--- src/hdl/interp_joint_histogram_core_assert.svh ---
// Assertion macros shared by the histogram core.
// Expects signals named clk and arst_n in the scope of use.
`ifndef INTERP_JOINT_HISTOGRAM_CORE_ASSERT_SVH
`define INTERP_JOINT_HISTOGRAM_CORE_ASSERT_SVH
// Same-cycle implication, disabled during reset.
`define IJH_ASSERT_NOW(lbl, ante, cons, msg) \
	lbl: assert property (@(posedge clk) disable iff (!arst_n) (ante) |-> (cons)) \
	else $error(msg);
// Next-cycle implication, disabled during reset.
`define IJH_ASSERT_NEXT(lbl, ante, cons, msg) \
	lbl: assert property (@(posedge clk) disable iff (!arst_n) (ante) |=> (cons)) \
	else $error(msg);
`endif

--- src/hdl/ijh_pkg.sv ---
// Shared constants, codes and types of the joint histogram core.
// No dependencies.
`timescale 1ns / 1ps
package ijh_pkg;
	localparam int BINS_DEF    = 64;
	localparam int SAMPLE_BITS = 16;
	localparam int FRAC_BITS   = 16;
	localparam int COUNT_BITS  = 20;
	localparam int POS_FRAC    = 24;
	localparam int SCALE_W     = 32;
	localparam int NB_W        = 7;
	localparam int RB_W        = 6;
	localparam int OP_W        = 2;
	localparam int MAG_W       = SAMPLE_BITS + SCALE_W;
	localparam int W_W         = FRAC_BITS + 1;
	localparam int P_W         = 2 * W_W;
	localparam int JW          = COUNT_BITS + 2 * FRAC_BITS;
	localparam int MW          = COUNT_BITS + FRAC_BITS;
	localparam int CW          = COUNT_BITS + 1;
	localparam int PADDR_W     = 4;

	localparam logic [OP_W-1:0] OP_ACC   = 2'd0;
	localparam logic [OP_W-1:0] OP_READ  = 2'd1;
	localparam logic [OP_W-1:0] OP_CLEAR = 2'd2;

	localparam logic [1:0] REG_MIN_INTENSITY = 2'd0;
	localparam logic [1:0] REG_BIN_SCALE     = 2'd1;
	localparam logic [1:0] REG_BINS_IN_USE   = 2'd2;

	typedef struct packed {
		logic [SAMPLE_BITS-1:0] min_intensity;
		logic [SCALE_W-1:0]     bin_scale;
		logic [NB_W-1:0]        bins_in_use;
	} cfg_t;

	typedef struct packed {
		logic rd_en;
		logic upd;
		logic clr_en;
	} rmw_ctl_t;
endpackage

--- src/hdl/ijh_rmw.sv ---
// One histogram memory with saturating read-modify-write, forwarding and clear port.
// Depends on ijh_pkg.
`timescale 1ns / 1ps
module ijh_rmw #(
	parameter int DEPTH = ijh_pkg::BINS_DEF,
	parameter int DW    = ijh_pkg::MW,
	parameter int IW    = ijh_pkg::W_W
) (
	input  logic                     clk,
	input  logic                     arst_n,
	input  ijh_pkg::rmw_ctl_t        ctl,
	input  logic [$clog2(DEPTH)-1:0] addr,
	input  logic [IW-1:0]            inc,
	input  logic [$clog2(DEPTH)-1:0] clr_addr,
	output logic [DW-1:0]            rd_data
);
	localparam int AW = $clog2(DEPTH);

	logic [DW-1:0] mem [DEPTH];
	logic [DW-1:0] dout;
	logic [AW-1:0] addr_s1;
	logic [IW-1:0] inc_s1;
	logic          fwd_s1;
	logic [DW-1:0] fwd_data_s1;
	logic          act_s1;
	logic [DW:0]   sum;
	logic          we;
	logic [AW-1:0] wa;
	logic [DW-1:0] wd;

	always_ff @(posedge clk) begin
		if (we)
			mem[wa] <= wd;
	end

	always_ff @(posedge clk) begin
		if (ctl.rd_en)
			dout <= mem[addr];
	end

	// A write issued in the read cycle to the same entry is forwarded.
	always_ff @(posedge clk) begin
		if (ctl.rd_en) begin
			addr_s1     <= addr;
			inc_s1      <= inc;
			fwd_s1      <= we && (wa == addr);
			fwd_data_s1 <= wd;
		end
	end

	always_ff @(posedge clk or negedge arst_n) begin
		if (!arst_n) begin
			act_s1 <= 1'b0;
		end else begin
			act_s1 <= ctl.rd_en && ctl.upd;
		end
	end

	assign rd_data = fwd_s1 ? fwd_data_s1 : dout;
	assign sum     = {1'b0, rd_data} + (DW+1)'(inc_s1);
	assign we      = ctl.clr_en || act_s1;
	assign wa      = ctl.clr_en ? clr_addr : addr_s1;
	assign wd      = ctl.clr_en ? '0 : (sum[DW] ? '1 : sum[DW-1:0]);
endmodule

--- config.mk ---
export PLATFORM = sky130hd
export DESIGN_NAME = ijh_rmw
export DESIGN_NICKNAME = d
export VERILOG_FILES = /design/src/hdl/interp_joint_histogram_core_assert.svh /design/src/hdl/ijh_pkg.sv /design/src/hdl/ijh_rmw.sv
export SDC_FILE = /design/constraint.sdc
export NUM_CORES = 2
export LEC_CHECK = 0
export ABC_AREA = 0
export BUFFER_PORTS_ARGS = -buffer_cell sky130_fd_sc_hd__buf_4
export CELL_PAD_IN_SITES_DETAIL_PLACEMENT = 0
export CELL_PAD_IN_SITES_GLOBAL_PLACEMENT = 2
export CORE_MARGIN = 3
export CORE_UTILIZATION = 25
export DETAILED_ROUTE_END_ITERATION = 16
export PLACE_DENSITY_LB_ADDON = 0.1
export SYNTH_ARGS = -nofsm -noshare
export SYNTH_HDL_FRONTEND = slang
export SYNTH_SLANG_ARGS = --single-unit
--- constraint.sdc ---
create_clock -name clk -period 9.6 [get_ports clk]
set_input_delay 1.92 -clock clk [delete_from_list [all_inputs] [get_ports clk]]
set_output_delay 1.92 -clock clk [all_outputs]
set_load 0.02 [all_outputs]
==> results_tabular.tex <==
\begin{tabular}{lr}
\hline
Metric & Value \\
\hline
\multicolumn{2}{l}{\textbf{Worst setup path}} \\
Sort of element at the end of the critical path & register \\
Crit Path Category & primary input to register \\
Arrival time of data at the critical path endpoint & 6.06 ns \\
Max FO, Critical Path & 22 \\
Data required time of the critical path & between 10 and 15 ns \\
Sort of element at the start of the critical path & primary input \\
Reg-to-reg startpoint & fwd\_s1\$\_DFFE\_PP\_ \\
Startpoint of the most critical setup path & ctl[0] \\
\multicolumn{2}{l}{\textbf{Synthesis}} \\
Synthesized area per cell & 24.2 um2 \\
Part of the Yosys area used for sequential elements & 0.777 \\
Net count after synthesis & 3882 \\
Most common flop cell mapped by yosys & sky130\_fd\_sc\_hd\_\_edfxtp\_1 \\
Synth unique cells & 55 \\
Post-synth EDFFs & 2400 \\
Warning count from the yosys run & 0 \\
Post-synthesis cell area & $\sim$93000 um2 \\
Number of flip-flops and latches in the synthesized netlist & 2401 \\
Post-synthesis cell count & about 3800 \\
Proportion of synthesized flip-flops having asynchronous set or reset & 0.000416 \\
\multicolumn{2}{l}{\textbf{Timing}} \\
Period Utilization, post-route & 0.579 \\
Transition time at the pin with the least slew margin & roughly 1.3 ns \\
Number of endpoints failing setup at the final stage & 0 \\
Period minus WS final & approximately 5.6 ns \\
Timing-limited maximum frequency & 180 MHz \\
Worst relative slew slack & 0.134 \\
Number of endpoints with negative hold slack in the final report & 0 \\
Setup TNS & 0 ns \\
Worst-case clock skew & $\sim$0.033 ns \\
RSZ-0062 raised after global routing & false \\
Number of slew-limit violations in the final report & 0 \\
\multicolumn{2}{l}{\textbf{Drt}} \\
Post-detailed-route count of antenna-violating nets & 0 \\
Detailed-route wire length per cell & 30.7 um \\
Vias after detailed routing & 42271 \\
DRC Markers & 0 \\
Aggregate routed wire length & 287000 um \\
Vias per std cell & 4.53 \\
Number of optimization iterations in the first detailed-route pass & 6 \\
First-iteration detailed-routing DRC count & 3483 \\
\multicolumn{2}{l}{\textbf{Layout}} \\
Highest-count cells in the layout ignoring fill and taps & sky130\_fd\_sc\_hd\_\_edfxtp\_1 (2400), sky130\_fd\_sc\_hd\_\_mux4\_2 (734), sky130\_fd\_sc\_hd\_\_clkbuf\_16 (295), sky130\_fd\_sc\_hd\_\_buf\_4 (195) \\
Synthesis-to-layout area growth & 18.4\% \\
Filler-free cell count of the finished design & slightly above 9000 \\
Most common cell after layout, fill and taps aside & sky130\_fd\_sc\_hd\_\_edfxtp\_1 \\
Total Nets Final & 4189 \\
Share of layout cells above drive strength 1 & 0.337 \\
\multicolumn{2}{l}{\textbf{Placed design}} \\
Detailed placer's ending HPWL & 163000 um \\
Number of buffers inserted by port buffering & 69 \\
Placed Cells & 8801 \\
Placer Congestion & 0.705 \\
\multicolumn{2}{l}{\textbf{Power and ir drop}} \\
Worst ir drop on vdd & $\sim$0.00012 V \\
Pwr/cell area & around 220 nW/um2 \\
Total leakage power & 33.6 nW \\
\multicolumn{2}{l}{\textbf{Clocking}} \\
Register clock-pin slew on the reported worst setup and hold paths & 0.06 ns \\
Number of clock buffers inserted by TritonCTS & around 280 \\
Clock latency reported for the late side of the worst-skew pair & 0.88 ns \\
Clock H-tree levels & 5 \\
Buffer levels on the longest clock path & 4 \\
Clock sinks & around 2400 \\
Clk root buf & sky130\_fd\_sc\_hd\_\_clkbuf\_16 \\
Hold-fix buffers, CTS & 0 \\
Post-CTS setup buffer count & 0 \\
Number of gates given a new drive strength after cts & 0 \\
TritonCTS clock tree & done \\
\multicolumn{2}{l}{\textbf{Run status}} \\
Run status & finished clean \\
\multicolumn{2}{l}{\textbf{Die}} \\
DIE WIDTH & 615 um \\
Die span in y & 615 um \\
IO Pins & 70 \\
Area enclosed by the die boundary & 378000 um2 \\
Initial cell density of the core & 0.251 \\
Core ar. & 369000 um2 \\
Num rows & 223 \\
\multicolumn{2}{l}{\textbf{Global route}} \\
Pin count of the biggest net entering global routing & 85 \\
Global Route Usage Sum & 0.150 \\
Via count of the first global-routing pass & 44796 \\
Total grt overflow & 0 \\
First-pass GRT wire length & between 300000 and 400000 um \\
Antenna violations before repair & 47 \\
\multicolumn{2}{l}{\textbf{Min path}} \\
Hold Crit Class & primary input to asynchronous set/reset pin \\
\multicolumn{2}{l}{\textbf{Flow run}} \\
Number of max-capacitance violations reported & 0 \\
\hline
\end{tabular}
metal layers:
layer	up-vias	part of all wire	GRT usage	wire length (um)
met5	-	0.000063	0	18
met4	4	0.021	0.0332	5880
met3	317	0.043	0.0222	12300
met2	842	0.47	0.238	135000
met1	23817	0.47	0.217	134000
li1	17291	-	-	-
cells in the mapped netlist (all sizes together), types with 3 or more instances:
master	number	area, um2
a211oi	29	218
a21o	16	120
a21oi	73	365
a31o	5	43.8
a31oi	4	25.0
a32oi	5	43.8
and2	4	25.0
and3	6	37.5
buf	112	583
clkbuf	83	312
edfxtp	2400	72100
ha	17	213
inv	12	45.0
mux2	30	338
mux2i	31	310
mux4	734	16500
nand2	49	184
nand3	16	80.1
nor2	84	315
nor2b	27	169
nor3	7	35.0
nor4	3	18.8
o211ai	4	30.0
o21a	6	45.0
o21ai	17	85.1
xnor2	15	131
xor2	11	96.3
sequential cells by signal, summed over array words and instances, names as in the netlist:
register and cells:
inc_s1 17, fwd_s1 1, act_s1 1, dout 36, addr_s1 6, mem 2304, fwd_data_s1 36
final cells by class:
type / instances / area (um2)
fillers: 35505 / 259000
multi-input cells: 1221 / 20600
clock buffers: 359 / 7620
well taps: 4950 / 6190
diodes: 21 / 52.6
clock inverters: 147 / 1390
inverters: 13 / 48.8
repair buffers: 216 / 1850
flip-flops and latches: 2401 / 72100
through the flow:
stage / hold WS (ns) / power (mW) / setup WS (ns) / cell area (um2) / utilization
detailed placement: 0.979 / 14.3 / 2.97 / 101000 / 0.273
floorplan: 0.770 / 13.3 / 2.03 / 92800 / -
global placement: 1.02 / 14.3 / 3.05 / 101000 / 0.273
finish: 0.827 / 24.6 / 4.04 / 110000 / 0.298
global route: 0.755 / 25.6 / 3.72 / 110000 / 0.297
CTS: 0.717 / 25.1 / 3.95 / 110000 / 0.297
critical path, stage by stage:
cell	delay, ns
sky130_fd_sc_hd__buf_4	0.38
sky130_fd_sc_hd__clkinv_1	0.77
sky130_fd_sc_hd__o21ai_0	0.78
sky130_fd_sc_hd__nand2_1	0.73
sky130_fd_sc_hd__nor2_4	0.84
sky130_fd_sc_hd__buf_4	0.53
final timing paths:
check	endpoint	slack, ns	cells past startpoint
max in group asynchronous	act_s1$_DFF_PN0_	8.69	1
worst max-delay path	mem[32][12]$_DFFE_PP_	4.04	6
worst min register to register	mem[20][1]$_DFFE_PP_	1.01	2
worst max register to register	mem[42][24]$_DFFE_PP_	4.23	13
worst min-delay path	act_s1$_DFF_PN0_	0.83	1
min in group clk	mem[20][1]$_DFFE_PP_	1.01	2
cell families after synthesis:
| kind of cell | Yosys count | share of synthesized area |
|---|---|---|
| and+or+nand+nor | 208 | 0.0103 |
| buffers and inverters | 208 | 0.0102 |
| muxes | 795 | 0.185 |
| AOI/OAI and AO/OA | 174 | 0.0121 |
| adders and majority gates | 18 | 0.00251 |
| xor gates and xnor gates | 26 | 0.00246 |
| DFF | 2401 | 0.777 |
where the power goes:
group | internal (mW) | switching (mW) | leakage [nW]
logic | 0.562 | 1.37 | 7.13
registers | 12.0 | 0.0532 | 22.0
clock network | 6.27 | 4.32 | 4.39
No activity file was read; power rests on OpenSTA's default activity.
