<file path="src/hdl/interp_joint_histogram_core_assert.svh">
// Assertion macros shared by the histogram core.
// Expects signals named clk and arst_n in the scope of use.
`ifndef INTERP_JOINT_HISTOGRAM_CORE_ASSERT_SVH
`define INTERP_JOINT_HISTOGRAM_CORE_ASSERT_SVH
// Same-cycle implication, disabled during reset.
`define IJH_ASSERT_NOW(lbl, ante, cons, msg) \
	lbl: assert property (@(posedge clk) disable iff (!arst_n) (ante) |-> (cons)) \
	else $error(msg);
// Next-cycle implication, disabled during reset.
`define IJH_ASSERT_NEXT(lbl, ante, cons, msg) \
	lbl: assert property (@(posedge clk) disable iff (!arst_n) (ante) |=> (cons)) \
	else $error(msg);
`endif

</file>
<file path="src/hdl/ijh_pkg.sv">
// Shared constants, codes and types of the joint histogram core.
// No dependencies.
`timescale 1ns / 1ps
package ijh_pkg;
	localparam int BINS_DEF    = 64;
	localparam int SAMPLE_BITS = 16;
	localparam int FRAC_BITS   = 16;
	localparam int COUNT_BITS  = 20;
	localparam int POS_FRAC    = 24;
	localparam int SCALE_W     = 32;
	localparam int NB_W        = 7;
	localparam int RB_W        = 6;
	localparam int OP_W        = 2;
	localparam int MAG_W       = SAMPLE_BITS + SCALE_W;
	localparam int W_W         = FRAC_BITS + 1;
	localparam int P_W         = 2 * W_W;
	localparam int JW          = COUNT_BITS + 2 * FRAC_BITS;
	localparam int MW          = COUNT_BITS + FRAC_BITS;
	localparam int CW          = COUNT_BITS + 1;
	localparam int PADDR_W     = 4;

	localparam logic [OP_W-1:0] OP_ACC   = 2'd0;
	localparam logic [OP_W-1:0] OP_READ  = 2'd1;
	localparam logic [OP_W-1:0] OP_CLEAR = 2'd2;

	localparam logic [1:0] REG_MIN_INTENSITY = 2'd0;
	localparam logic [1:0] REG_BIN_SCALE     = 2'd1;
	localparam logic [1:0] REG_BINS_IN_USE   = 2'd2;

	typedef struct packed {
		logic [SAMPLE_BITS-1:0] min_intensity;
		logic [SCALE_W-1:0]     bin_scale;
		logic [NB_W-1:0]        bins_in_use;
	} cfg_t;

	typedef struct packed {
		logic rd_en;
		logic upd;
		logic clr_en;
	} rmw_ctl_t;
endpackage

</file>
<file path="src/hdl/ijh_locate.sv">
// Maps one sample to its two neighbor bins and linear weights, two stages.
// Depends on ijh_pkg.
`timescale 1ns / 1ps
module ijh_locate #(
	parameter int BINS = ijh_pkg::BINS_DEF
) (
	input  logic                            clk,
	input  logic                            load,
	input  ijh_pkg::cfg_t                   cfg,
	input  logic [ijh_pkg::SAMPLE_BITS-1:0] sample,
	output logic [$clog2(BINS)-1:0]         lo_bin,
	output logic [$clog2(BINS)-1:0]         hi_bin,
	output logic [ijh_pkg::W_W-1:0]         w_lo,
	output logic [ijh_pkg::W_W-1:0]         w_hi
);
	localparam int BIN_W = $clog2(BINS);
	localparam int IP_W  = ijh_pkg::MAG_W - ijh_pkg::POS_FRAC;

	logic [ijh_pkg::SAMPLE_BITS:0]   diff;
	logic [ijh_pkg::SAMPLE_BITS-1:0] absd;
	logic [ijh_pkg::MAG_W-1:0]       mag_s1;
	logic                            neg_s1;

	logic                          below;
	logic [ijh_pkg::POS_FRAC-1:0]  frac;
	logic [ijh_pkg::FRAC_BITS-1:0] wh;
	logic [IP_W-1:0]               lo_pos;
	logic [IP_W:0]                 hi_pos;
	logic [8:0]                    nb;
	logic [BIN_W-1:0]              nbm1;

	assign diff = {1'b0, sample} - {1'b0, cfg.min_intensity};
	assign absd = diff[ijh_pkg::SAMPLE_BITS] ? ijh_pkg::SAMPLE_BITS'(-diff)
		: diff[ijh_pkg::SAMPLE_BITS-1:0];

	always_ff @(posedge clk) begin
		if (load) begin
			mag_s1 <= ijh_pkg::MAG_W'(absd) * ijh_pkg::MAG_W'(cfg.bin_scale);
			neg_s1 <= diff[ijh_pkg::SAMPLE_BITS];
		end
	end

	// A negative position with a nonzero magnitude lies left of bin zero.
	always_comb begin
		below  = neg_s1 && (mag_s1 != '0);
		frac   = below ? ijh_pkg::POS_FRAC'(-mag_s1[ijh_pkg::POS_FRAC-1:0])
			: mag_s1[ijh_pkg::POS_FRAC-1:0];
		wh     = frac[ijh_pkg::POS_FRAC-1 -: ijh_pkg::FRAC_BITS];
		lo_pos = below ? '0 : mag_s1[ijh_pkg::MAG_W-1:ijh_pkg::POS_FRAC];
		hi_pos = below ? '0 : ({1'b0, lo_pos} + (IP_W+1)'(1));
		if (cfg.bins_in_use == '0)
			nb = 9'd1;
		else if ({2'b0, cfg.bins_in_use} > 9'(BINS))
			nb = 9'(BINS);
		else
			nb = {2'b0, cfg.bins_in_use};
		nbm1 = BIN_W'(nb - 9'd1);
	end

	always_ff @(posedge clk) begin
		lo_bin <= (lo_pos > IP_W'(nbm1)) ? nbm1 : BIN_W'(lo_pos);
		hi_bin <= (hi_pos > (IP_W+1)'(nbm1)) ? nbm1 : BIN_W'(hi_pos);
		w_hi   <= {1'b0, wh};
		w_lo   <= (ijh_pkg::W_W'(1) << ijh_pkg::FRAC_BITS) - {1'b0, wh};
	end
endmodule

</file>
<file path="config.mk">
export PLATFORM = sky130hd
export DESIGN_NAME = ijh_locate
export DESIGN_NICKNAME = d
export VERILOG_FILES = /design/src/hdl/interp_joint_histogram_core_assert.svh /design/src/hdl/ijh_pkg.sv /design/src/hdl/ijh_locate.sv
export SDC_FILE = /design/constraint.sdc
export NUM_CORES = 1
export LEC_CHECK = 0
export BUFFER_PORTS_ARGS = -buffer_cell sky130_fd_sc_hd__clkbuf_2
export CORE_ASPECT_RATIO = 2
export CORE_MARGIN = 2
export CORE_UTILIZATION = 55
export DETAILED_ROUTE_END_ITERATION = 6
export PLACE_DENSITY = 0.78
export RECOVER_POWER = 100
export REMOVE_ABC_BUFFERS = 1
export SYNTH_ARGS = -nofsm -noshare
export SYNTH_HDL_FRONTEND = slang
export SYNTH_SLANG_ARGS = --single-unit
</file>
<file path="constraint.sdc">
create_clock -name clk -period 14.8 [get_ports clk]
set_clock_uncertainty 0.15 [all_clocks]
set_input_delay 0.74 -clock clk [delete_from_list [all_inputs] [get_ports clk]]
set_output_delay 0.74 -clock clk [all_outputs]
set_load 0.005 [all_outputs]
</file>
==> impl_metrics.env <==
export IMPL_max_slew_margin_pct=-88.74
export IMPL_start_util_pct=55.54
export IMPL_ys_ff_latch=93
export IMPL_async_flop_share_pct=0
export IMPL_vias=17278
export IMPL_pin_count=119
export IMPL_cts_buffers=9
export IMPL_h_tree_depth=3
export IMPL_place_congestion=0.9499
export IMPL_yosysWarningCount=0
export IMPL_arrival_ns=12.08
export IMPL_antenna_found_initial=0
export IMPL_viasPerCell=5.712
export IMPL_hold_class="flip-flop to flip-flop"
export IMPL_cts_sinks=93
export IMPL_fmax_mhz=82.46
export IMPL_worst_setup_path_type="primary input to flip-flop"
export IMPL_chipHeight_um=283.5
export IMPL_slew_violations=119
export IMPL_place_area_um2=22550
export IMPL_ant_nets=0
export IMPL_finalNetCount=3144
export IMPL_hold_violations=0
export IMPL_cts_root_buf="clkbuf_16"
export IMPL_final_util_pct=58.93
export IMPL_worstRegToRegCells=16
export IMPL_cp_start_kind="primary input"
export IMPL_max_cap_viol_count=3
export IMPL_clkLatencyLatePin_ns=0.36
export IMPL_syn_to_final_growth_pct=6.105
export IMPL_dp_hpwl_mm=46.11
export IMPL_tightest_slew_ns=2.831
export IMPL_cp_top_family="adder cells"
export IMPL_cts_tree="yes"
export IMPL_design_area_um2=22790
export IMPL_cpMaxStageDelayCell="clkbuf_1"
export IMPL_yosysSeqAreaShare_pct=10.95
export IMPL_rows=102
export IMPL_finalCritPeriodShare_pct=81.94
export IMPL_ctsResizeCount=0
export IMPL_holdWs_ns=0.4387
export IMPL_drc=0
export IMPL_status="finished, violations left"
export IMPL_max_stage_delay_ns=1.46
export IMPL_grt_max_degree=50
export IMPL_synth_edff_count=49
export IMPL_grt_pass1_wl_mm=95.90
export IMPL_n_antenna_cell=0
export IMPL_cts_buffer_depth=2
export IMPL_port_buffers=117
export IMPL_post_cts_buffers=0
export IMPL_synth_cell_types=73
export IMPL_num_fill_cells=3342
export IMPL_grt_overflow_total=0
export IMPL_design_core_area_um2=38670
export IMPL_worstPathRequired_ns=14.75
export IMPL_synthFlopType="edfxtp_1"
export IMPL_whs_path_depth=1
export IMPL_drive_above_1_share_pct=6.347
export IMPL_die_area_um2=40740
export IMPL_die_w_um=143.7
export IMPL_path_max_fanout=32
export IMPL_rsz0062_at_grt="false"
export IMPL_crit_cells=37
export IMPL_cp_num_buf_inv=9
export IMPL_drt_iter0_markers=890
export IMPL_holdBufCountCts=0
export IMPL_setup_violations=0
export IMPL_grt_total_usage_pct=30.54
export IMPL_drt_pass1_iter_count=7
export IMPL_postSynthAreaPerCell_um2=8.759
export IMPL_clkSlewWorstSetupHoldPaths_ns=0.08
export IMPL_failed_checks="max-capacitance violations, max-slew violations"
export IMPL_postSynthCellCount=2452
export IMPL_end_kind="flip-flop"
export IMPL_wire_per_inst_um=19.30
export IMPL_routed_wl_mm=58.39
export IMPL_post_route_min_period_ns=12.13
export IMPL_syn_area_um2=21480
export IMPL_fin_setup_tns_ns=0
export IMPL_grt_pass1_vias=19615
-- per-layer routing --
metal	wire length [µm]	part of all wire [%]	GRT usage, %	vias up
li1	-	-	-	7509
met1	17450	30	28.41	8634
met2	31960	55	57.01	771
met3	2836	4.9	3.510	364
met4	6138	11	25.88	0
met5	0	0	0	-
-- worst paths after layout --
| check | endpoint | startpoint | slack, ns |
|---|---|---|---|
| setup / recovery | mag_s1[45] | sample[0] | 2.67 |
| hold / removal | w_lo[0] | mag_s1[8] | 0.44 |
| setup reg to reg | hi_bin[1] | mag_s1[0] | 9.78 |
| hold reg to reg | w_lo[0] | mag_s1[8] | 0.44 |
-- cell usage after synthesis, drive strengths merged, types with 6 or more instances --
library cell / instances / area [µm²]
fa: 419 / 8388
dfxtp: 44 / 880.8
a211oi: 13 / 107.6
xor2: 34 / 305.3
and3: 7 / 43.79
xnor2: 73 / 639.4
nand2b: 48 / 300.3
o21a: 15 / 112.6
nand4: 12 / 81.33
nor3: 19 / 100.1
o21ai: 53 / 265.3
or3: 14 / 87.58
o31ai: 10 / 75.07
a31oi: 8 / 50.05
nor4: 7 / 50.05
clkbuf: 85 / 319.1
ha: 152 / 1902
and2: 118 / 738.2
inv: 548 / 2057
mux2: 8 / 93.83
a21o: 21 / 157.7
or2: 7 / 43.79
o22ai: 6 / 37.54
edfxtp: 49 / 1471
nor2: 60 / 225.2
nor2b: 53 / 331.6
nand3: 26 / 135.1
a21oi: 59 / 302.8
nand2: 410 / 1539
buf: 10 / 80.07
-- flip-flops by register name, indices dropped and copies added (netlist names) --
| register | count |
|---|---|
| hi_bin | 6 |
| lo_bin | 6 |
| neg_s1 | 1 |
| mag_s1 | 48 |
| w_lo | 17 |
| w_hi | 15 |
-- worst reg2reg max path, cell delays in order, from the launching register on --
cell	delay [ns]
edfxtp_1	0.36
or4_1	0.65
nor3_1	0.30
nand4_1	0.30
o31a_1	0.65
nor2b_1	0.31
ha_1	0.29
nor2b_1	0.14
o21a_1	0.18
o21a_1	0.16
o21ai_0	0.19
a21oi_1	0.14
nor2_1	0.12
nand3_1	0.09
nor3_1	0.14
nand4b_1	0.35
mux2_2	0.41
-- placed cells by master, fill, tap and decap left out, types with 6 or more instances in the layout --
cell / instances
nand2b_1: 48
fa_1: 419
clkbuf_16: 9
nor2_1: 60
edfxtp_1: 49
nand3_1: 25
a21o_1: 21
and3_1: 7
o21a_1: 15
clkbuf_1: 28
xnor2_1: 63
inv_1: 548
or2_2: 7
nor4_1: 6
dfxtp_1: 44
nor3_1: 19
nand4_1: 12
and2_1: 114
buf_4: 12
clkbuf_2: 92
nand2_1: 410
a211oi_1: 11
a31oi_1: 8
xnor2_2: 10
or3_1: 14
a21oi_1: 58
o31ai_1: 10
o22ai_1: 6
xor2_1: 30
o21ai_0: 51
ha_1: 152
nor2b_1: 53
-- stage by stage --
step,worst slack (ns),instances
2_1_floorplan,4.371,2357
3_3_place_gp,3.700,3009
3_5_place_dp,3.589,3009
4_1_cts,3.915,3025
5_1_grt,1.837,3025
6_report,2.673,3025
-- cell type report --
cell class / count / area [µm²] / area share [%]
repair buffers: 132 / 655.6 / 2.877
inverters: 548 / 2057 / 9.027
clock inverters: 7 / 73.82 / 0.3239
clock buffers: 9 / 225.2 / 0.9883
multi-input cells: 1716 / 16770 / 73.61
flip-flops and latches: 93 / 2352 / 10.32
well taps: 520 / 650.6 / 2.855
-- cells by family (layout without fill, tap and decap cells) --
kind of cell / count (synthesis) / in the layout / synth area share [%]
and+or+nand+nor: 797 / 797 / 17.75
buffers and inverters: 643 / 696 / 11.44
adders and majority gates: 571 / 571 / 47.91
AOI/OAI and AO/OA: 228 / 228 / 6.915
xor gates and xnor gates: 107 / 107 / 4.399
DFF: 93 / 93 / 10.95
muxes: 12 / 12 / 0.6233
other: 1 / 1 / 0.01746
Power is left out: the tool's default activity adds up to more than one toggle a clock period on the data nets, which glitch-free logic cannot reach.
