**src/hdl/interp_joint_histogram_core_assert.svh**
```systemverilog
// Assertion macros shared by the histogram core.
// Expects signals named clk and arst_n in the scope of use.
`ifndef INTERP_JOINT_HISTOGRAM_CORE_ASSERT_SVH
`define INTERP_JOINT_HISTOGRAM_CORE_ASSERT_SVH
// Same-cycle implication, disabled during reset.
`define IJH_ASSERT_NOW(lbl, ante, cons, msg) \
	lbl: assert property (@(posedge clk) disable iff (!arst_n) (ante) |-> (cons)) \
	else $error(msg);
// Next-cycle implication, disabled during reset.
`define IJH_ASSERT_NEXT(lbl, ante, cons, msg) \
	lbl: assert property (@(posedge clk) disable iff (!arst_n) (ante) |=> (cons)) \
	else $error(msg);
`endif

```
**src/hdl/ijh_pkg.sv**
```systemverilog
// Shared constants, codes and types of the joint histogram core.
// No dependencies.
`timescale 1ns / 1ps
package ijh_pkg;
	localparam int BINS_DEF    = 64;
	localparam int SAMPLE_BITS = 16;
	localparam int FRAC_BITS   = 16;
	localparam int COUNT_BITS  = 20;
	localparam int POS_FRAC    = 24;
	localparam int SCALE_W     = 32;
	localparam int NB_W        = 7;
	localparam int RB_W        = 6;
	localparam int OP_W        = 2;
	localparam int MAG_W       = SAMPLE_BITS + SCALE_W;
	localparam int W_W         = FRAC_BITS + 1;
	localparam int P_W         = 2 * W_W;
	localparam int JW          = COUNT_BITS + 2 * FRAC_BITS;
	localparam int MW          = COUNT_BITS + FRAC_BITS;
	localparam int CW          = COUNT_BITS + 1;
	localparam int PADDR_W     = 4;

	localparam logic [OP_W-1:0] OP_ACC   = 2'd0;
	localparam logic [OP_W-1:0] OP_READ  = 2'd1;
	localparam logic [OP_W-1:0] OP_CLEAR = 2'd2;

	localparam logic [1:0] REG_MIN_INTENSITY = 2'd0;
	localparam logic [1:0] REG_BIN_SCALE     = 2'd1;
	localparam logic [1:0] REG_BINS_IN_USE   = 2'd2;

	typedef struct packed {
		logic [SAMPLE_BITS-1:0] min_intensity;
		logic [SCALE_W-1:0]     bin_scale;
		logic [NB_W-1:0]        bins_in_use;
	} cfg_t;

	typedef struct packed {
		logic rd_en;
		logic upd;
		logic clr_en;
	} rmw_ctl_t;
endpackage

```
**src/hdl/ijh_cfg.sv**
```systemverilog
// APB-style register file: minimum intensity, bin scale, bins in use.
// Depends on ijh_pkg.
`timescale 1ns / 1ps
module ijh_cfg (
	input  logic                        clk,
	input  logic                        arst_n,
	input  logic                        psel,
	input  logic                        penable,
	input  logic                        pwrite,
	input  logic [ijh_pkg::PADDR_W-1:0] paddr,
	input  logic [31:0]                 pwdata,
	output logic [31:0]                 prdata,
	output ijh_pkg::cfg_t               cfg
);
	ijh_pkg::cfg_t cfg_q;
	logic          wr;
	logic [1:0]    idx;

	assign wr  = psel && penable && pwrite;
	assign idx = paddr[ijh_pkg::PADDR_W-1:2];
	assign cfg = cfg_q;

	always_ff @(posedge clk or negedge arst_n) begin
		if (!arst_n) begin
			cfg_q.min_intensity <= '0;
			cfg_q.bin_scale     <= 32'd16777216;
			cfg_q.bins_in_use   <= 7'd64;
		end else if (wr) begin
			unique case (idx)
				ijh_pkg::REG_MIN_INTENSITY: cfg_q.min_intensity <= pwdata[15:0];
				ijh_pkg::REG_BIN_SCALE:     cfg_q.bin_scale     <= pwdata;
				ijh_pkg::REG_BINS_IN_USE:   cfg_q.bins_in_use   <= pwdata[6:0];
				default: ;
			endcase
		end
	end

	always_comb begin
		unique case (idx)
			ijh_pkg::REG_MIN_INTENSITY: prdata = {16'd0, cfg_q.min_intensity};
			ijh_pkg::REG_BIN_SCALE:     prdata = cfg_q.bin_scale;
			ijh_pkg::REG_BINS_IN_USE:   prdata = {25'd0, cfg_q.bins_in_use};
			default:                    prdata = '0;
		endcase
	end
endmodule

```
**config.mk**
```make
export PLATFORM = sky130hd
export DESIGN_NAME = ijh_cfg
export DESIGN_NICKNAME = d
export VERILOG_FILES = /design/src/hdl/interp_joint_histogram_core_assert.svh /design/src/hdl/ijh_pkg.sv /design/src/hdl/ijh_cfg.sv
export SDC_FILE = /design/constraint.sdc
export NUM_CORES = 1
export LEC_CHECK = 0
export CAP_MARGIN = 20
export CELL_PAD_IN_SITES_DETAIL_PLACEMENT = 2
export CELL_PAD_IN_SITES_GLOBAL_PLACEMENT = 2
export CORE_ASPECT_RATIO = 1.5
export CORE_MARGIN = 4
export CORE_UTILIZATION = 30
export CTS_BUF_LIST = sky130_fd_sc_hd__clkbuf_8
export CTS_CLUSTER_DIAMETER = 150
export DETAILED_ROUTE_END_ITERATION = 7
export DONT_BUFFER_PORTS = 1
export GPL_TIMING_DRIVEN = 0
export HOLD_SLACK_MARGIN = 0.02
export PLACE_DENSITY = 0.7
export SKIP_CTS_REPAIR_TIMING = 1
export SLEW_MARGIN = 20
export SYNTH_ARGS = -nofsm -noshare
export SYNTH_HDL_FRONTEND = slang
export SYNTH_SLANG_ARGS = --single-unit
```
**constraint.sdc**
```tcl
create_clock -name clk -period 2 [get_ports clk]
set_input_delay 0.1 -clock clk [delete_from_list [all_inputs] [get_ports clk]]
set_output_delay 0.1 -clock clk [all_outputs]
set_load 0.005 [all_outputs]
```
==> results of run 1 <==
-- where the power goes --
part	switching [mW]	total (mW)	internal (mW)
Clock	0.348	0.660	0.312
Combinational	0.211	0.535	0.324
Sequential	0.280	1.66	1.38
-- cell usage after synthesis --
cell / instances
o21ai_0: 7
and2b_1: 1
nand2_1: 7
or3b_1: 1
clkbuf_1: 2
dfstp_2: 2
buf_4: 1
mux2_4: 7
nor2b_1: 1
nor2_1: 9
buf_6: 5
nor3_4: 1
nor3b_4: 1
and2_1: 16
mux2_2: 46
dfrtp_1: 53
mux2_1: 2
mux2i_1: 16
nand3_2: 1
buf_2: 2
-- stage by stage --
stage          setup WS [ps]  total power [mW]  area (um^2)  hold slack (ps)
6_report               613.3             2.852         3118            98.55
4_1_cts                570.4             2.826         2760           -545.7
3_5_place_dp           459.4             2.154         2660           -194.0
5_1_grt                448.4             3.065         3118            85.27
2_1_floorplan          777.0             1.973         2529           -195.6
3_3_place_gp           514.3             2.103         2660           -194.3
-- critical path: stages --
cell and delay, ps:
buf_2 290, and2b_1 340, clkbuf_1 340, and2_1 210
-- cell type report --
cell class                 count  share of cell area
sequential                    55              0.4422
multi-input combinational    116              0.3427
timing repair buffer          34              0.1148
tap                          105             0.04213
clock buffer                   7             0.03090
buffer                        10             0.02608
clock inverter                 1            0.001204
-- kinds of logic after synthesis --
| logic type | after synthesis | share of synthesized area |
|---|---|---|
| mux | 71 | 0.3187 |
| simple gates | 38 | 0.09006 |
| buf+inv | 10 | 0.03216 |
| flops | 55 | 0.5453 |
| compound gates | 7 | 0.01385 |
-- metal layers --
layer,global-route usage,wire [um],vias to the layer above
met3,0.04908,432,6
li1,-,-,701
met1,0.1368,2379,834
met5,0,0,-
met2,0.2585,4254,68
met4,0.04601,106,0
-- how the worst max path moves through the flow --
stage,startpoint,end,depth (start not counted)
finish,paddr[2],prdata[31],4
global route,paddr[2],prdata[19],4
CTS,paddr[2],prdata[24],4
detailed placement,paddr[2],cfg[40],4
global placement,paddr[2],cfg[40],4
floorplan,paddr[2],cfg[39],4
==> run metrics, run 1 <==
status=finished, final reports clean; Fin Clk Skew=0 ps; Hold Crit Start=paddr[3]; final WL=about 7200 um; WHS Path Cells=2; IO Port Bufs=0; CP Data Required Time=1900 ps; largest net degree at the start of global routing=56; hpwl dp=5060 um; # rows=40; total CTS buffers=5; DR pass1 iterations=3; Root Buffer=clkbuf_8; core box area=roughly 8100 um^2; CTS max path bufs=2; Sequential Area=approximately 1400 um^2; 1st-iter DRT viols=27; Worst Hold End=cfg[47]; post-synthesis sequential area ratio=0.5453; Nets=263; first-pass GRT wire length=10610 um; die width=between 80 and 90 um; post-synth top area cell=dfrtp_1; Vias=about 1600; Worst VDD drop=0.4281 mV; commonest non-fill, non-tap cell in the layout=dfrtp_1; type of the worst setup path=in -> out; yosys warns=0; HP Class=in -> reg; synthesized instance count=around 180; r2r startpoint=cfg[2]; Worst-Margin Slew=just over 700 ps; CTS tree=yes; R2R setup slack=about 1200 ps; area share of the largest cell type after synthesis=0.5245; area of the multi-input gates=1069 um^2; CP max FO=10; CTS Sinks=55; Largest register FFs=55; Ports=about 130; Finished Layout Cells=about 330; FMAX=721.1 MHz; total die area=around 10000 um^2; max_slew headroom=0.5277; H-tree depth=2; fin. max-slew vios=0; Worst-path clk slew=approximately 90 ps; # fillers=just over 800; unrepaired setup endpoints after global routing=no; count of cell types in the netlist=20; Clk Latency, worst-skew pair=310 ps; number of global-route vias before repair=1743; vias per inst=around 4.9; Post-DRT Antenna Nets=0; Hold Fails Final Rpt=0; fin crit period=around 1400 ps; antenna diode instance count=0; Setup crit end kind=output pin; top cells by area, synth=dfrtp_1 52%, mux2_2 20%, mux2i_1 6.3%, mux2_4 4.2%, and2_1 4.0%; total gr overflow=0; #FFs+latches synth=between 50 and 60; Pleak=1.379 nW; synthesized area=~2500 um^2; initial antenna violation count=0; Inst Count DP=about 290; Final Wtd Congestion=roughly 0.7; Worst Path Arrival=between 1000 and 1500 ps; DRC violations left=0; most frequent cells in the layout=53 x dfrtp_1, 46 x mux2_2, 33 x dlygate4sd3_1, 16 x and2_1, 16 x mux2i_1; area delta synth->final=23.31%; Tcrit/Tclk final=0.6934; RR Endpoint=cfg[2]; Initial Utilization=0.3119; Pwr Density=just over 900 nW/um^2; GRT Util Overall=0.1367; die height=between 100 and 150 um; setup tns final=0 ps; crit path launch type=input port; R2R cell count=1; Mapped Avg Cell Area=13.97 um^2; Max Cap Viol=0; final setup violating endpoints=0; post-detailed-route wirelength per cell=about 22 um; fin util=0.3846; Syn Nets=222; share of cells above drive strength 1=0.3318
(Power assumes the default switching activity.)
==> inputs of run 2 (changes only) <==
- PLACE_DENSITY: 0.7 -> 0.73
- clock period: 2 -> 1.2 ns (I/O delays scaled with it)
==> run 2 against run 1 <==
The flow now finishes with violations (hold timing). Sequential share of layout area increased by 0.36 points. Global-route usage decreased by 0.35 points. Clock power increased by 68%. Critical path type is now reg -> out. Utilization decreased by 0.31 points.
==> run metrics, run 2 (synthesized netlist as in run 1, its figures left out) <==
status=finished, violations left; failing checks=hold timing; H-tree depth=2; Worst-Margin Slew=around 460 ps; final WL=7050 um; R2R setup slack=around 360 ps; Root Buffer=clkbuf_8; share of cells above drive strength 1=0.3529; Worst Path Arrival=1080 ps; IO Port Bufs=0; Hold Fails Final Rpt=55; max_slew headroom=0.6957; Setup crit end kind=output pin; Ports=approximately 130; total die area=between 9000 and 10000 um^2; GRT Util Overall=0.1332; Pwr Density=between 1500 and 2000 nW/um^2; Finished Layout Cells=approximately 330; vias per inst=about 4.9; hold_ws=-563.5 ps; sequential power share=0.586; 1st-iter DRT viols=14; HP Class=in -> async; # rows=40; antenna diode instance count=0; clock power share=0.235; CTS Sinks=55; CTS tree=yes; FMAX=between 800 and 900 MHz; switching share of power=0.2902; Tcrit/Tclk final=0.9502; unrepaired setup endpoints after global routing=no; crit path launch type=flop; type of the worst setup path=reg -> out; RR Endpoint=cfg[37]; fin. max-slew vios=0; final setup violating endpoints=0; first-pass GRT wire length=10280 um; DRC violations left=0; R2R cell count=1; Inst Count DP=roughly 290; Fin Clk Skew=0 ps; commonest non-fill, non-tap cell in the layout=dfrtp_1; r2r startpoint=cfg[37]; Internal Dissipation=3.351 mW; initial antenna violation count=0; Vias=1600; fin crit period=roughly 1100 ps; post-detailed-route wirelength per cell=between 20 and 25 um; CTS max path bufs=2; Largest register FFs=55; Worst VDD drop=between 0.6 and 0.7 mV; switching power=around 1.4 mW; Pleak=1.371 nW; Nets=~260; die width=just over 80 um; Initial Utilization=0.3119; number of global-route vias before repair=~1700; Worst-path clk slew=~100 ps; total gr overflow=0; Post-DRT Antenna Nets=0; core box area=between 8000 and 9000 um^2; DR pass1 iterations=2; Max Cap Viol=0; final instance area=3093 um^2; Logic pwr share=0.179; CP max FO=3; die height=approximately 120 um; total CTS buffers=5; Clk Latency, worst-skew pair=between 300 and 400 ps; Final Wtd Congestion=0.6977; Design Power=around 4.7 mW; area delta synth->final=22.32%; placed cell area=~2700 um^2; hpwl dp=4977 um; CP Data Required Time=1140 ps; most frequent cells in the layout=53 x dfrtp_1, 46 x mux2_2, 32 x dlygate4sd3_1, 16 x and2_1, 16 x mux2i_1; largest net degree at the start of global routing=56
-- run 2: worst max-delay path by stage --
stage | from | to | slack [ps] | cells past startpoint
2_1_floorplan | paddr[2] | cfg[39] | 20 | 4
3_3_place_gp | paddr[2] | cfg[40] | -280 | 4
3_5_place_dp | paddr[2] | cfg[51] | -270 | 4
4_1_cts | paddr[2] | prdata[16] | -100 | 4
5_1_grt | cfg[7] | prdata[0] | 10 | 2
6_report | cfg[40] | prdata[1] | 60 | 2
-- run 2: metrics by stage --
step,setup WS [ps],setup TNS [ps],util,hold slack (ps)
floorplan,17.01,0,-,-235.6
global placement,-278.9,-6596,0.3281,-234.3
detailed placement,-273.2,-7242,0.3281,-234.1
CTS,-98.77,-1011,0.3404,-591.1
global route,9.566,0,0.3815,-598.5
finish,59.79,0,0.3815,-563.5
-- run 2: worst max-delay path, stage by stage, from the launching register on --
cell	delay, ps
dfrtp_1	400
mux2i_1	90
o21ai_0	280
-- run 2: metal layers --
metal  track usage  wire length (um)
met1        0.1379              2523
met2        0.2410              3873
met3       0.04703               504
met4       0.05726               148
met5             0                 0
-- run 2: final cells by class --
class                      instances  area, um^2
fill                             830        5015
sequential                        55        1379
multi-input combinational        116        1076
timing repair buffer              32       320.3
tap                              105       131.4
clock buffer                       7       96.34
buffer                            10       86.33
clock inverter                     1       3.754
-- run 2: power by group through the flow --
stage,clock [mW],sequential (mW),combinational (mW)
final,1.11,2.77,0.843
after global routing,1.25,2.85,0.935
after CTS,1.19,2.78,0.753
after detailed placement,0,2.82,0.751
after global placement,0,2.78,0.713
after floorplan,0,2.65,0.641
==> inputs of run 3 (changes only) <==
- BUFFER_PORTS_ARGS: default -> -buffer_cell sky130_fd_sc_hd__buf_2
- CORE_UTILIZATION: 30 -> 26
- DONT_BUFFER_PORTS: 1 -> default
- PLACE_DENSITY: 0.73 -> 0.84
==> run 3 against run 2 <==
The run now ends clean. Worst hold slack better by 840 ps. Utilization grew 3.6 points. Total power rose by 23%. Wire length grew 14%. Worst setup slack got worse by 47 ps. Largest cell class unchanged. Critical path type unchanged. Count of clock-buffer cells in the layout decreased by 2. First-iteration DRC count increased by 120%. Register-to-register slack got worse by 90 ps. Cell count is 46% higher. Non-clock buffer count up 142.
==> run metrics, run 3 (synthesized netlist as in run 1, its figures left out) <==
status=finished, final reports clean; first-pass GRT wire length=approximately 11000 um; Post-DRT Antenna Nets=0; worst setup path startpoint=cfg[6]; crit path buf inv count=1; vias per inst=between 4 and 5; cell family with most CP delay=flip-flops; final worst slack=12.86 ps; Ports=roughly 130; DR pass1 iterations=3; CTS Sinks=55; largest net degree at the start of global routing=56; Root Buffer=clkbuf_8; Hold Crit Start=paddr[2]; HP Class=in -> reg; antenna diode instance count=0; final setup violating endpoints=0; total CTS buffers=5; H-tree depth=2; DP Worst Slack=-398.4 ps; crit path launch type=flop; area delta synth->final=54.48%; Worst VDD drop=around 0.9 mV; unrepaired setup endpoints after global routing=yes; Nets=around 400; total die area=11400 um^2; die width=around 89 um; Setup crit end kind=output pin; Worst-path clk slew=100 ps; CP Cell Sequence=nand2_1 > o21ai_1 > buf_2; critical path's slowest cell=dfstp_2; GRT Util Overall=0.1310; r2r startpoint=cfg[22]; commonest non-fill, non-tap cell in the layout=buf_2; most frequent cells in the layout=124 x buf_2, 53 x dfrtp_1, 46 x mux2_2, 33 x dlygate4sd3_1, 18 x buf_4; Tcrit/Tclk final=0.9893; IO Port Bufs=between 100 and 150; Largest register FFs=55; DRC violations left=0; number of global-route vias before repair=roughly 2200; Worst-Margin Slew=719.5 ps; Worst Hold End=cfg[7]; 1st-iter DRT viols=31; final WL=a little over 8000 um; Worst Path Arrival=roughly 1100 ps; R2R setup slack=270 ps; Final Wtd Congestion=0.6654; fin crit period=1187 ps; post-detailed-route wirelength per cell=16.97 um; R2R cell count=2; die height=about 130 um; hold_ws=approximately 280 ps; Clk Latency, worst-skew pair=roughly 300 ps; fin. max-slew vios=0; RR Endpoint=cfg[22]; Hold Fails Final Rpt=0; CP Data Required Time=about 1100 ps; share of cells above drive strength 1=0.6006; CP max FO=3; CTS tree=yes; Initial Utilization=0.2701; hpwl dp=~5700 um; CTS max path bufs=2; # rows=43; core box area=9361 um^2; largest stage delay on the critical path=between 500 and 600 ps; Max Cap Viol=0; WHS Path Cells=3; type of the worst setup path=reg -> out; total gr overflow=0; initial antenna violation count=0; Vias=about 2100; Pwr Density=1483 nW/um^2; Fin Clk Skew=0 ps; max_slew headroom=0.5203; Pleak=between 2 and 2.5 nW; FMAX=around 840 MHz
-- run 3: cell count changes in the layout (fill, tap and decap cells not counted), sizes merged --
| cell | change |
|---|---|
| bufinv | +2 |
| dlygate4sd3 | +1 |
| buf | +142 |
| clkbuf | -3 |
-- run 3: layout make-up --
cell class / instances / area (um^2)
tap: 112 / 140.1
timing repair buffer: 174 / 1079
clock buffer: 5 / 68.82
fill: 1008 / 5455
clock inverter: 3 / 63.81
buffer: 10 / 98.84
sequential: 55 / 1379
multi-input combinational: 116 / 1077
-- run 3: metal layers --
metal  track usage  vias up  wire length (um)
met3       0.03780        5               493
met4       0.03470        0                79
met5             0        -                 0
li1              -      983                 -
met2        0.2406       71              4475
met1        0.1447     1070              3014
-- run 3: worst max-delay path by stage --
stage                            end  cells past startpoint
after floorplan              cfg[39]                      4
after global placement       cfg[41]                      5
after detailed placement     cfg[40]                      5
after CTS                 prdata[17]                      6
after global routing       prdata[6]                      3
final                      prdata[6]                      3
-- run 3: power by group --
| group | switching (mW) | total (mW) | internal [mW] |
|---|---|---|---|
| clock network | 0.624 | 1.45 | 0.826 |
| logic | 0.669 | 1.72 | 1.05 |
| registers | 0.322 | 2.62 | 2.30 |
-- run 3: metrics by stage --
stage               instances  utilization  setup TNS (ps)  power (mW)  instance area, um^2
floorplan                 181            -               0       3.289                 2529
global placement          418       0.3519          -17720       4.079                 3294
detailed placement        418       0.3522          -18970       4.166                 3297
CTS                       426       0.3663           -5549       5.640                 3430
global route              475       0.4173          -380.3       6.183                 3906
finish                    475       0.4173               0       5.791                 3906
-- run 3: worst min-delay path, delay by kind of cell --
family / cells / cell delay [ps]
buffers and inverters: 1 / 110
muxes: 1 / 220
and+or+nand+nor: 1 / 180
